<file path="src/design/lpcd_pkg.sv">
// Shared types and codes for the LRU page cache directory.
// Depends on nothing; the compare unit, sequencer and top design files import it.
`default_nettype none

package lpcd_pkg;

  // Request function codes.
  localparam logic FUNC_FIND  = 1'b0;
  localparam logic FUNC_CLEAR = 1'b1;

  localparam int unsigned PAGE_ID_W = 32;
  localparam int unsigned STATUS_W  = 3;
  localparam int unsigned SLOT_W    = 4;

  // Result status codes.
  typedef enum logic [STATUS_W-1:0] {
    STAT_HIT     = 3'd0,
    STAT_FILL    = 3'd1,
    STAT_EVICT   = 3'd2,
    STAT_INVALID = 3'd3,
    STAT_CLEARED = 3'd4
  } status_e;

  // Sequencer states.
  typedef enum logic [2:0] {
    S_IDLE,
    S_SCAN,
    S_AGE,
    S_COMMIT,
    S_RESP
  } state_e;

  // Flags from the shared compare unit for one directory entry.
  typedef struct packed {
    logic tag_hit;
    logic rank_lru;
    logic age_ok;
  } cmp_flags_t;

endpackage

`default_nettype wire

</file>
<file path="src/design/lpcd_ram.sv">
// Generic simple dual-port RAM: one write port, one read port, registered read.
// Depends on nothing.
`default_nettype none

module lpcd_ram #(
  parameter int unsigned WIDTH = 32,
  parameter int unsigned DEPTH = 16
) (
  input  wire logic                     clk_i,
  input  wire logic                     we_i,
  input  wire logic [$clog2(DEPTH)-1:0] waddr_i,
  input  wire logic [WIDTH-1:0]         wdata_i,
  input  wire logic [$clog2(DEPTH)-1:0] raddr_i,
  output logic      [WIDTH-1:0]         rdata_o
);

  logic [WIDTH-1:0] mem_q [DEPTH];
  logic [WIDTH-1:0] rdata_q;

  // Write and registered read in the same cycle.
  always_ff @(posedge clk_i) begin
    if (we_i) begin
      mem_q[waddr_i] <= wdata_i;
    end
    rdata_q <= mem_q[raddr_i];
  end

  assign rdata_o = rdata_q;

endmodule

`default_nettype wire

</file>
<file path="src/design/lpcd_cmp.sv">
// Shared compare unit: tag match, LRU rank test and aging decision for one entry.
// Depends on lpcd_pkg.
`default_nettype none

module lpcd_cmp #(
  parameter int unsigned ENTRIES = 16
) (
  input  wire logic [lpcd_pkg::PAGE_ID_W-1:0] tag_i,
  input  wire logic [lpcd_pkg::PAGE_ID_W-1:0] id_i,
  input  wire logic [$clog2(ENTRIES)-1:0]     rank_i,
  input  wire logic [$clog2(ENTRIES)-1:0]     idx_i,
  input  wire logic [$clog2(ENTRIES)-1:0]     limit_i,
  input  wire logic                           age_all_i,
  input  wire logic                           skip_en_i,
  input  wire logic [$clog2(ENTRIES)-1:0]     skip_idx_i,
  output lpcd_pkg::cmp_flags_t                flags_o,
  output logic      [$clog2(ENTRIES)-1:0]     rank_inc_o
);

  import lpcd_pkg::*;

  localparam int unsigned IW = $clog2(ENTRIES);
  localparam logic [IW-1:0] LRU_RANK = IW'(ENTRIES - 1);

  // An entry ages if not the enabled skip slot and age_all or rank < limit holds.
  always_comb begin
    flags_o.tag_hit  = (tag_i == id_i);
    flags_o.rank_lru = (rank_i == LRU_RANK);
    flags_o.age_ok   = !(skip_en_i && (idx_i == skip_idx_i)) &&
                       (age_all_i || (rank_i < limit_i));
  end

  assign rank_inc_o = rank_i + IW'(1);

endmodule

`default_nettype wire

</file>
<file path="src/design/lpcd_seq.sv">
// Sequencer of the page cache directory: scans tags, ages ranks, commits and reports.
// Depends on lpcd_pkg; drives the tag and rank RAMs and the shared compare unit.
`default_nettype none

module lpcd_seq #(
  parameter int unsigned ENTRIES = 16
) (
  input  wire logic                           clk_i,
  input  wire logic                           rst_ni,
  // Request side.
  input  wire logic                           start_i,
  output logic                                busy_o,
  input  wire logic                           func_i,
  input  wire logic [lpcd_pkg::PAGE_ID_W-1:0] page_id_i,
  // Result side.
  output logic                                valid_o,
  output logic      [lpcd_pkg::STATUS_W-1:0]  status_o,
  output logic      [lpcd_pkg::SLOT_W-1:0]    slot_o,
  output logic      [lpcd_pkg::PAGE_ID_W-1:0] victim_id_o,
  // RAM ports.
  output logic      [$clog2(ENTRIES)-1:0]     raddr_o,
  input  wire logic [lpcd_pkg::PAGE_ID_W-1:0] tag_rd_i,
  input  wire logic [$clog2(ENTRIES)-1:0]     rank_rd_i,
  output logic      [$clog2(ENTRIES)-1:0]     waddr_o,
  output logic                                tag_we_o,
  output logic      [lpcd_pkg::PAGE_ID_W-1:0] tag_wdata_o,
  output logic                                rank_we_o,
  output logic      [$clog2(ENTRIES)-1:0]     rank_wdata_o,
  // Compare unit.
  input  wire lpcd_pkg::cmp_flags_t           flags_i,
  input  wire logic [$clog2(ENTRIES)-1:0]     rank_inc_i,
  output logic      [lpcd_pkg::PAGE_ID_W-1:0] id_o,
  output logic      [$clog2(ENTRIES)-1:0]     idx_o,
  output logic      [$clog2(ENTRIES)-1:0]     limit_o,
  output logic                                age_all_o,
  output logic                                skip_en_o,
  output logic      [$clog2(ENTRIES)-1:0]     skip_idx_o
);

  import lpcd_pkg::*;

  localparam int unsigned IW = $clog2(ENTRIES);
  localparam int unsigned CW = $clog2(ENTRIES + 1);
  localparam int unsigned EW = (IW > SLOT_W) ? IW : SLOT_W;
  localparam logic [CW-1:0] FULL_COUNT = CW'(ENTRIES);
  localparam logic [IW-1:0] LRU_LIMIT  = IW'(ENTRIES - 1);

  state_e             state_q, state_d;
  logic [CW-1:0]      count_q, count_d;
  logic [PAGE_ID_W-1:0] id_q, id_d;
  logic [CW-1:0]      idx_q, idx_d;
  logic [IW-1:0]      pidx_q, pidx_d;
  logic               pvalid_q, pvalid_d;
  logic               hit_found_q, hit_found_d;
  logic [IW-1:0]      hit_idx_q, hit_idx_d;
  logic [IW-1:0]      hit_rank_q, hit_rank_d;
  logic               lru_found_q, lru_found_d;
  logic [IW-1:0]      lru_idx_q, lru_idx_d;
  logic [PAGE_ID_W-1:0] victim_q, victim_d;
  logic [PAGE_ID_W-1:0] first_tag_q, first_tag_d;
  logic [IW-1:0]      target_q, target_d;
  logic [IW-1:0]      limit_q, limit_d;
  logic               age_all_q, age_all_d;
  logic               skip_en_q, skip_en_d;
  status_e            status_q, status_d;
  logic [SLOT_W-1:0]  slot_q, slot_d;

  logic               accept;
  logic               issue;
  logic               drained;
  logic [EW-1:0]      target_ext;

  assign accept  = start_i && (state_q == S_IDLE);
  assign issue   = (idx_q < count_q);
  assign drained = !issue && !pvalid_q;

  // Next state.
  always_comb begin
    state_d = state_q;
    case (state_q)
      S_IDLE: begin
        if (accept) begin
          if ((func_i == FUNC_CLEAR) || (page_id_i == '0)) begin
            state_d = S_RESP;
          end else begin
            state_d = S_SCAN;
          end
        end
      end
      S_SCAN: begin
        if (drained) begin
          state_d = S_AGE;
        end
      end
      S_AGE: begin
        if (drained) begin
          state_d = S_COMMIT;
        end
      end
      S_COMMIT: state_d = S_RESP;
      S_RESP:   state_d = S_IDLE;
      default:  state_d = S_IDLE;
    endcase
  end

  // Datapath updates for each phase.
  always_comb begin
    count_d     = count_q;
    id_d        = id_q;
    idx_d       = idx_q;
    pidx_d      = pidx_q;
    pvalid_d    = 1'b0;
    hit_found_d = hit_found_q;
    hit_idx_d   = hit_idx_q;
    hit_rank_d  = hit_rank_q;
    lru_found_d = lru_found_q;
    lru_idx_d   = lru_idx_q;
    victim_d    = victim_q;
    first_tag_d = first_tag_q;
    target_d    = target_q;
    limit_d     = limit_q;
    age_all_d   = age_all_q;
    skip_en_d   = skip_en_q;
    status_d    = status_q;
    slot_d      = slot_q;
    target_ext  = EW'(target_q);
    case (state_q)
      S_IDLE: begin
        if (accept) begin
          slot_d   = '0;
          victim_d = '0;
          if (func_i == FUNC_CLEAR) begin
            count_d  = '0;
            status_d = STAT_CLEARED;
          end else if (page_id_i == '0) begin
            status_d = STAT_INVALID;
          end else begin
            id_d        = page_id_i;
            idx_d       = '0;
            hit_found_d = 1'b0;
            lru_found_d = 1'b0;
          end
        end
      end
      // Walk the occupied slots; record the first tag match and the first LRU slot.
      S_SCAN: begin
        if (issue) begin
          idx_d    = idx_q + CW'(1);
          pvalid_d = 1'b1;
          pidx_d   = idx_q[IW-1:0];
        end
        if (pvalid_q) begin
          if (pidx_q == '0) begin
            first_tag_d = tag_rd_i;
          end
          if (flags_i.tag_hit && !hit_found_q) begin
            hit_found_d = 1'b1;
            hit_idx_d   = pidx_q;
            hit_rank_d  = rank_rd_i;
          end
          if (flags_i.rank_lru && !lru_found_q) begin
            lru_found_d = 1'b1;
            lru_idx_d   = pidx_q;
            victim_d    = tag_rd_i;
          end
        end
        // Pick hit, fill or eviction once the scan has drained.
        if (drained) begin
          idx_d = '0;
          if (hit_found_q) begin
            status_d  = STAT_HIT;
            target_d  = hit_idx_q;
            limit_d   = hit_rank_q;
            age_all_d = 1'b0;
            skip_en_d = 1'b1;
            victim_d  = '0;
          end else if (count_q < FULL_COUNT) begin
            status_d  = STAT_FILL;
            target_d  = count_q[IW-1:0];
            limit_d   = LRU_LIMIT;
            age_all_d = 1'b1;
            skip_en_d = 1'b0;
            victim_d  = '0;
          end else begin
            status_d  = STAT_EVICT;
            target_d  = lru_found_q ? lru_idx_q : '0;
            limit_d   = LRU_LIMIT;
            age_all_d = 1'b0;
            skip_en_d = 1'b1;
            victim_d  = lru_found_q ? victim_q : first_tag_q;
          end
        end
      end
      // Read-modify-write pass over the ranks, one slot per cycle.
      S_AGE: begin
        if (issue) begin
          idx_d    = idx_q + CW'(1);
          pvalid_d = 1'b1;
          pidx_d   = idx_q[IW-1:0];
        end
      end
      S_COMMIT: begin
        if (status_q == STAT_FILL) begin
          count_d = count_q + CW'(1);
        end
        slot_d = target_ext[SLOT_W-1:0];
      end
      S_RESP: begin
      end
      default: begin
      end
    endcase
  end

  // RAM and compare unit controls.
  always_comb begin
    raddr_o      = idx_q[IW-1:0];
    waddr_o      = pidx_q;
    tag_we_o     = 1'b0;
    tag_wdata_o  = id_q;
    rank_we_o    = 1'b0;
    rank_wdata_o = rank_inc_i;
    case (state_q)
      S_AGE: begin
        rank_we_o = pvalid_q && flags_i.age_ok;
      end
      S_COMMIT: begin
        waddr_o      = target_q;
        tag_we_o     = 1'b1;
        rank_we_o    = 1'b1;
        rank_wdata_o = '0;
      end
      default: begin
      end
    endcase
  end

  assign id_o       = id_q;
  assign idx_o      = pidx_q;
  assign limit_o    = limit_q;
  assign age_all_o  = age_all_q;
  assign skip_en_o  = skip_en_q;
  assign skip_idx_o = target_q;

  assign busy_o      = (state_q != S_IDLE);
  assign valid_o     = (state_q == S_RESP);
  assign status_o    = status_q;
  assign slot_o      = slot_q;
  assign victim_id_o = victim_q;

  // Control state resets; payload registers are loaded before use.
  always_ff @(posedge clk_i or negedge rst_ni) begin
    if (!rst_ni) begin
      state_q     <= S_IDLE;
      count_q     <= '0;
      idx_q       <= '0;
      pvalid_q    <= 1'b0;
      hit_found_q <= 1'b0;
      lru_found_q <= 1'b0;
    end else begin
      state_q     <= state_d;
      count_q     <= count_d;
      idx_q       <= idx_d;
      pvalid_q    <= pvalid_d;
      hit_found_q <= hit_found_d;
      lru_found_q <= lru_found_d;
    end
  end

  always_ff @(posedge clk_i) begin
    id_q        <= id_d;
    pidx_q      <= pidx_d;
    hit_idx_q   <= hit_idx_d;
    hit_rank_q  <= hit_rank_d;
    lru_idx_q   <= lru_idx_d;
    victim_q    <= victim_d;
    first_tag_q <= first_tag_d;
    target_q    <= target_d;
    limit_q     <= limit_d;
    age_all_q   <= age_all_d;
    skip_en_q   <= skip_en_d;
    status_q    <= status_d;
    slot_q      <= slot_d;
  end

endmodule

`default_nettype wire

</file>
<file path="src/design/lru_page_cache_directory.sv">
// LRU page cache directory, fully associative, CACHE_ENTRIES slots.
// Latency: clear and invalid-id requests give their result 1 cycle after acceptance;
// a find runs the tag scan and then the rank aging pass over the occupied slots,
// one entry per cycle over the RAM read port, then commits the slot and reports.
// Throughput: one request at a time; busy stays high through the one-cycle result strobe,
// which cannot be stalled. Reset empties the directory at once (fill count cleared).
// Depends on lpcd_pkg, lpcd_ram, lpcd_cmp and lpcd_seq.
`default_nettype none

module lru_page_cache_directory #(
  parameter int unsigned CACHE_ENTRIES = 16
) (
  input  wire logic                           clk_i,
  input  wire logic                           rst_ni,
  input  wire logic                           start,
  output logic                                busy,
  input  wire logic                           func_i,
  input  wire logic [lpcd_pkg::PAGE_ID_W-1:0] page_id_i,
  output logic                                valid_o,
  output logic      [lpcd_pkg::STATUS_W-1:0]  status_o,
  output logic      [lpcd_pkg::SLOT_W-1:0]    slot_o,
  output logic      [lpcd_pkg::PAGE_ID_W-1:0] victim_id_o
);

  import lpcd_pkg::*;

  localparam int unsigned IW = $clog2(CACHE_ENTRIES);

  logic [IW-1:0]        raddr;
  logic [IW-1:0]        waddr;
  logic [PAGE_ID_W-1:0] tag_rd;
  logic [IW-1:0]        rank_rd;
  logic                 tag_we;
  logic [PAGE_ID_W-1:0] tag_wdata;
  logic                 rank_we;
  logic [IW-1:0]        rank_wdata;
  cmp_flags_t           flags;
  logic [IW-1:0]        rank_inc;
  logic [PAGE_ID_W-1:0] cmp_id;
  logic [IW-1:0]        cmp_idx;
  logic [IW-1:0]        cmp_limit;
  logic                 cmp_age_all;
  logic                 cmp_skip_en;
  logic [IW-1:0]        cmp_skip_idx;

  // Page id held by each slot.
  lpcd_ram #(
    .WIDTH (PAGE_ID_W),
    .DEPTH (CACHE_ENTRIES)
  ) u_tag_ram (
    .clk_i   (clk_i),
    .we_i    (tag_we),
    .waddr_i (waddr),
    .wdata_i (tag_wdata),
    .raddr_i (raddr),
    .rdata_o (tag_rd)
  );

  // Recency rank of each slot, 0 most recent.
  lpcd_ram #(
    .WIDTH (IW),
    .DEPTH (CACHE_ENTRIES)
  ) u_rank_ram (
    .clk_i   (clk_i),
    .we_i    (rank_we),
    .waddr_i (waddr),
    .wdata_i (rank_wdata),
    .raddr_i (raddr),
    .rdata_o (rank_rd)
  );

  // Shared compare unit working on the entry just read.
  lpcd_cmp #(
    .ENTRIES (CACHE_ENTRIES)
  ) u_cmp (
    .tag_i      (tag_rd),
    .id_i       (cmp_id),
    .rank_i     (rank_rd),
    .idx_i      (cmp_idx),
    .limit_i    (cmp_limit),
    .age_all_i  (cmp_age_all),
    .skip_en_i  (cmp_skip_en),
    .skip_idx_i (cmp_skip_idx),
    .flags_o    (flags),
    .rank_inc_o (rank_inc)
  );

  // Request sequencer.
  lpcd_seq #(
    .ENTRIES (CACHE_ENTRIES)
  ) u_seq (
    .clk_i        (clk_i),
    .rst_ni       (rst_ni),
    .start_i      (start),
    .busy_o       (busy),
    .func_i       (func_i),
    .page_id_i    (page_id_i),
    .valid_o      (valid_o),
    .status_o     (status_o),
    .slot_o       (slot_o),
    .victim_id_o  (victim_id_o),
    .raddr_o      (raddr),
    .tag_rd_i     (tag_rd),
    .rank_rd_i    (rank_rd),
    .waddr_o      (waddr),
    .tag_we_o     (tag_we),
    .tag_wdata_o  (tag_wdata),
    .rank_we_o    (rank_we),
    .rank_wdata_o (rank_wdata),
    .flags_i      (flags),
    .rank_inc_i   (rank_inc),
    .id_o         (cmp_id),
    .idx_o        (cmp_idx),
    .limit_o      (cmp_limit),
    .age_all_o    (cmp_age_all),
    .skip_en_o    (cmp_skip_en),
    .skip_idx_o   (cmp_skip_idx)
  );

endmodule

`default_nettype wire

</file>
<file path="config.mk">
export PLATFORM = sky130hd
export DESIGN_NAME = lru_page_cache_directory
export DESIGN_NICKNAME = d
export VERILOG_FILES = /design/src/design/lpcd_pkg.sv /design/src/design/lpcd_ram.sv /design/src/design/lpcd_cmp.sv /design/src/design/lpcd_seq.sv /design/src/design/lru_page_cache_directory.sv
export SDC_FILE = /design/constraint.sdc
export NUM_CORES = 1
export LEC_CHECK = 0
export CAP_MARGIN = 10
export CORE_MARGIN = 2
export CORE_UTILIZATION = 45
export CTS_CLUSTER_SIZE = 40
export DETAILED_ROUTE_END_ITERATION = 7
export DONT_BUFFER_PORTS = 1
export SETUP_SLACK_MARGIN = 0.2
export SYNTH_ARGS = -nofsm -noshare
export SYNTH_HDL_FRONTEND = slang
export SYNTH_HIERARCHICAL = 1
export SYNTH_SLANG_ARGS = --single-unit
</file>
<file path="constraint.sdc">
create_clock -name clk_i -period 5.7 [get_ports clk_i]
set_clock_uncertainty 0.05 [all_clocks]
set_input_delay 0.285 -clock clk_i [delete_from_list [all_inputs] [get_ports clk_i]]
set_output_delay 0.285 -clock clk_i [all_outputs]
set_load 0.05 [all_outputs]
</file>
==> impl_metrics.ini <==
[timing]
rsz0062_at_grt = no
tightest_slew_ps = 1230
setup_viol = 0
drv_slew = 0
fin_crit_sh_pct = 67.5
fin_tns_setup_ps = 0
fin_crit_ps = 3850
max_freq_mhz = 260
relSlewSlack_pct = 17.8
hold_viol_final = 0

[final_layout]
final_common_cell = edfxtp_1
final_util_pct = 51.4
final_cell_mix = edfxtp_1 (705), mux4_2 (130), clkbuf_16 (81)
drive_gt1_share_pct = 19.9
final_cells = 2365
diodes = 0
syn2layout_area_growth_pct = 12.7
finalNetCount = 1504

[clock_network]
cts_buffers = 77
clock_sinks = 757
path_clk_slew_ps = 60
ctsResizeCount = 0
cts_tree = built
cts_setup_buffers = 0
cts.htree.levels = 3
cts_buffer_depth = 3
clock_latency_ps = 620
cts_root_buf = clkbuf_16

[global_routing]
grt_overflow = 0
grt_pass1_wl_um = 95700
met3_usage_pct = 4.34
gr-max-usage-layer = met2
grt_max_degree = 149
groute.usage.overall_pct = 20.1
grtUsageMet2_pct = 30.7
antenna_found_initial = 2
grt_pass1_vias = 13700
grtUsageMet1_pct = 29.7

[worst_setup_path]
cpMaxStageDelayCell = nor2_4
cpLargestDelayFamily = simple AND/OR/NAND/NOR gates
end_kind = flop
cp_max_fo = 32
arrival_ps = 4020
start_kind = flop
slowest_delay_ps = 900
critPathBufInv = 0
critPathKind = flop to flop
path_cells = nand2_1 -> nor2_2 -> mux2_2 -> or3b_2 -> nor2_4
worstPathRequired_ps = 5870

[synth]
synth_seq_cells = 757
synth-compound-area-share_pct = 3.84
synth_fp_nets = 1459
postSynthCellCount = 1413
synthFlopType = edfxtp_1
yosysWarnings = 6
synth_xor_area_share_pct = 1.27
synth-simple-area-share_pct = 3.46
synth_top_family_by_area = multiplexers
synth.distinct_cells = 56
synth_fa_ha_area_share_pct = 0.433
synth_area_per_cell_um2 = 20.4
ys_seq_area_share_pct = 77.2
synth.mux.area_fraction_pct = 11.6
synth_area_um2 = 28900
async_reset_ff_share_pct = 2.11
synth_edf_count = 705

[route]
drt_pass1_iterations = 5
wl_um = 65900
drt_iter0_drc = 1394
postRouteAntennaNets = 0
drc_errors = 0
vias_per_cell = 5.81
dr_total_vias = 13700
wl_per_cell_um = 27.9

[min_path]
hp-class = primary input to flop

[placed_design]
gp_congestion = 0.812
hpwl_um = 39500
numPortBuffers = 0
dp.cells = 2189

[run]
cap_violations = 0

[floorplan]
start_util_pct = 45.6
io_pins = 77
die_x_um = 257
num_rows = 92
core_um2 = 63300
die_area_um2 = 66200
die_y_um = 257

[pwr]
total_leakage_power_uw = 0.0102
powerDensity_nw_per_um2 = 452
peakVddDrop_uv = 316

[status]
status = completed
layout make-up:
type                       instances  area (um^2)
fill                            5025        30800
sequential                       757        22300
multi-input combinational        545         6140
clock buffer                     109         2160
tap                              846         1060
timing repair buffer              63          598
clock inverter                    31          241
inverter                          14         52.6
timing repair:
action,in CTS,in global routing
endpoints found under the setup margin,0,0
hold buffers,35,0
endpoints found under the hold margin,61,0
synthesized netlist by cell type (all sizes together), types with 5 or more instances:
master / n / area [um^2]
and2: 6 / 37.5
a22o: 32 / 280
nor3: 13 / 70.1
a21oi: 16 / 87.6
a22oi: 68 / 510
xor2: 37 / 324
clkbuf: 22 / 82.6
inv: 14 / 52.6
and3: 8 / 50.1
o21ai: 12 / 63.8
nand2b: 13 / 81.3
nor4: 17 / 106
dfrtp: 16 / 400
xnor2: 5 / 43.8
mux2: 5 / 56.3
nor2b: 8 / 50.1
nand3: 14 / 70.1
nor2: 46 / 175
edfxtp: 705 / 21200
mux4: 144 / 3300
buf: 75 / 497
nand2: 52 / 195
dfxtp: 36 / 721
ha: 10 / 125
through the flow:
step	hold slack, ps	area [um^2]	setup WS (ps)	power [uW]
6_report	56.5	32600	1850	14700
5_1_grt	65.3	32600	1700	15200
4_1_cts	19.8	32500	1860	14900
3_5_place_dp	-59.8	29800	1860	10000
3_3_place_gp	-59.7	29800	1960	9980
2_1_floorplan	-60.6	28900	1190	9160
logic make-up after synthesis:
group / Yosys count
compound gates: 144
buf+inv: 111
fa+ha+maj: 10
mux: 150
flops: 757
simple gates: 199
xor+xnor: 42
where the power goes:
part           switching (uW)  total, uW  leakage, uW  internal, uW
Clock                    2020       4810      0.00117          2780
Sequential                973       7770      0.00690          6790
Combinational            1300       2140      0.00216           847
sequential cells by signal (all words and copies together), names as in the netlist, 5 cells and up:
name               cells
u_tag_ram/mem_q      512
u_rank_ram/mem_q      64
u_seq/first_tag_q     32
u_seq/victim_id_o     32
u_seq/id_o            32
u_tag_ram/rdata_o     32
u_seq/idx_q            5
u_seq/count_q          5
path summary, 6_finish.rpt:
path	slack (ps)	endpoint	from	depth (start not counted)
worst max-delay path	1850	u_tag_ram/mem_q[3][8]$_DFFE_PP_	u_seq/state_q[0]$_DFFE_PN0P_	5
worst min-delay path	60	u_seq/state_q[0]$_DFFE_PN0P_	func_i	3
worst max register to register	1850	u_tag_ram/mem_q[3][8]$_DFFE_PP_	u_seq/state_q[0]$_DFFE_PN0P_	5
worst min register to register	440	u_seq/first_tag_q[13]$_DFFE_PP_	u_tag_ram/rdata_o[13]$_DFF_P_	0
max in group asynchronous	4840	u_seq/idx_q[1]$_DFFE_PN0P_	rst_ni	1
min in group asynchronous	170	u_seq/state_q[0]$_DFFE_PN0P_	rst_ni	1
worst min-delay path: cells and delay by family:
| family | cells | cell delay, ps |
|---|---|---|
| AOI/OAI and AO/OA | 2 | 310 |
| and+or+nand+nor | 1 | 80 |
routing by layer:
metal  part of all wire (%)  wire [um]
met3                    7.0       4630
met4                    1.6       1050
met2                     47      31000
met1                     44      29200
met5                      0          0
No activity file was read; power rests on OpenSTA's default activity.
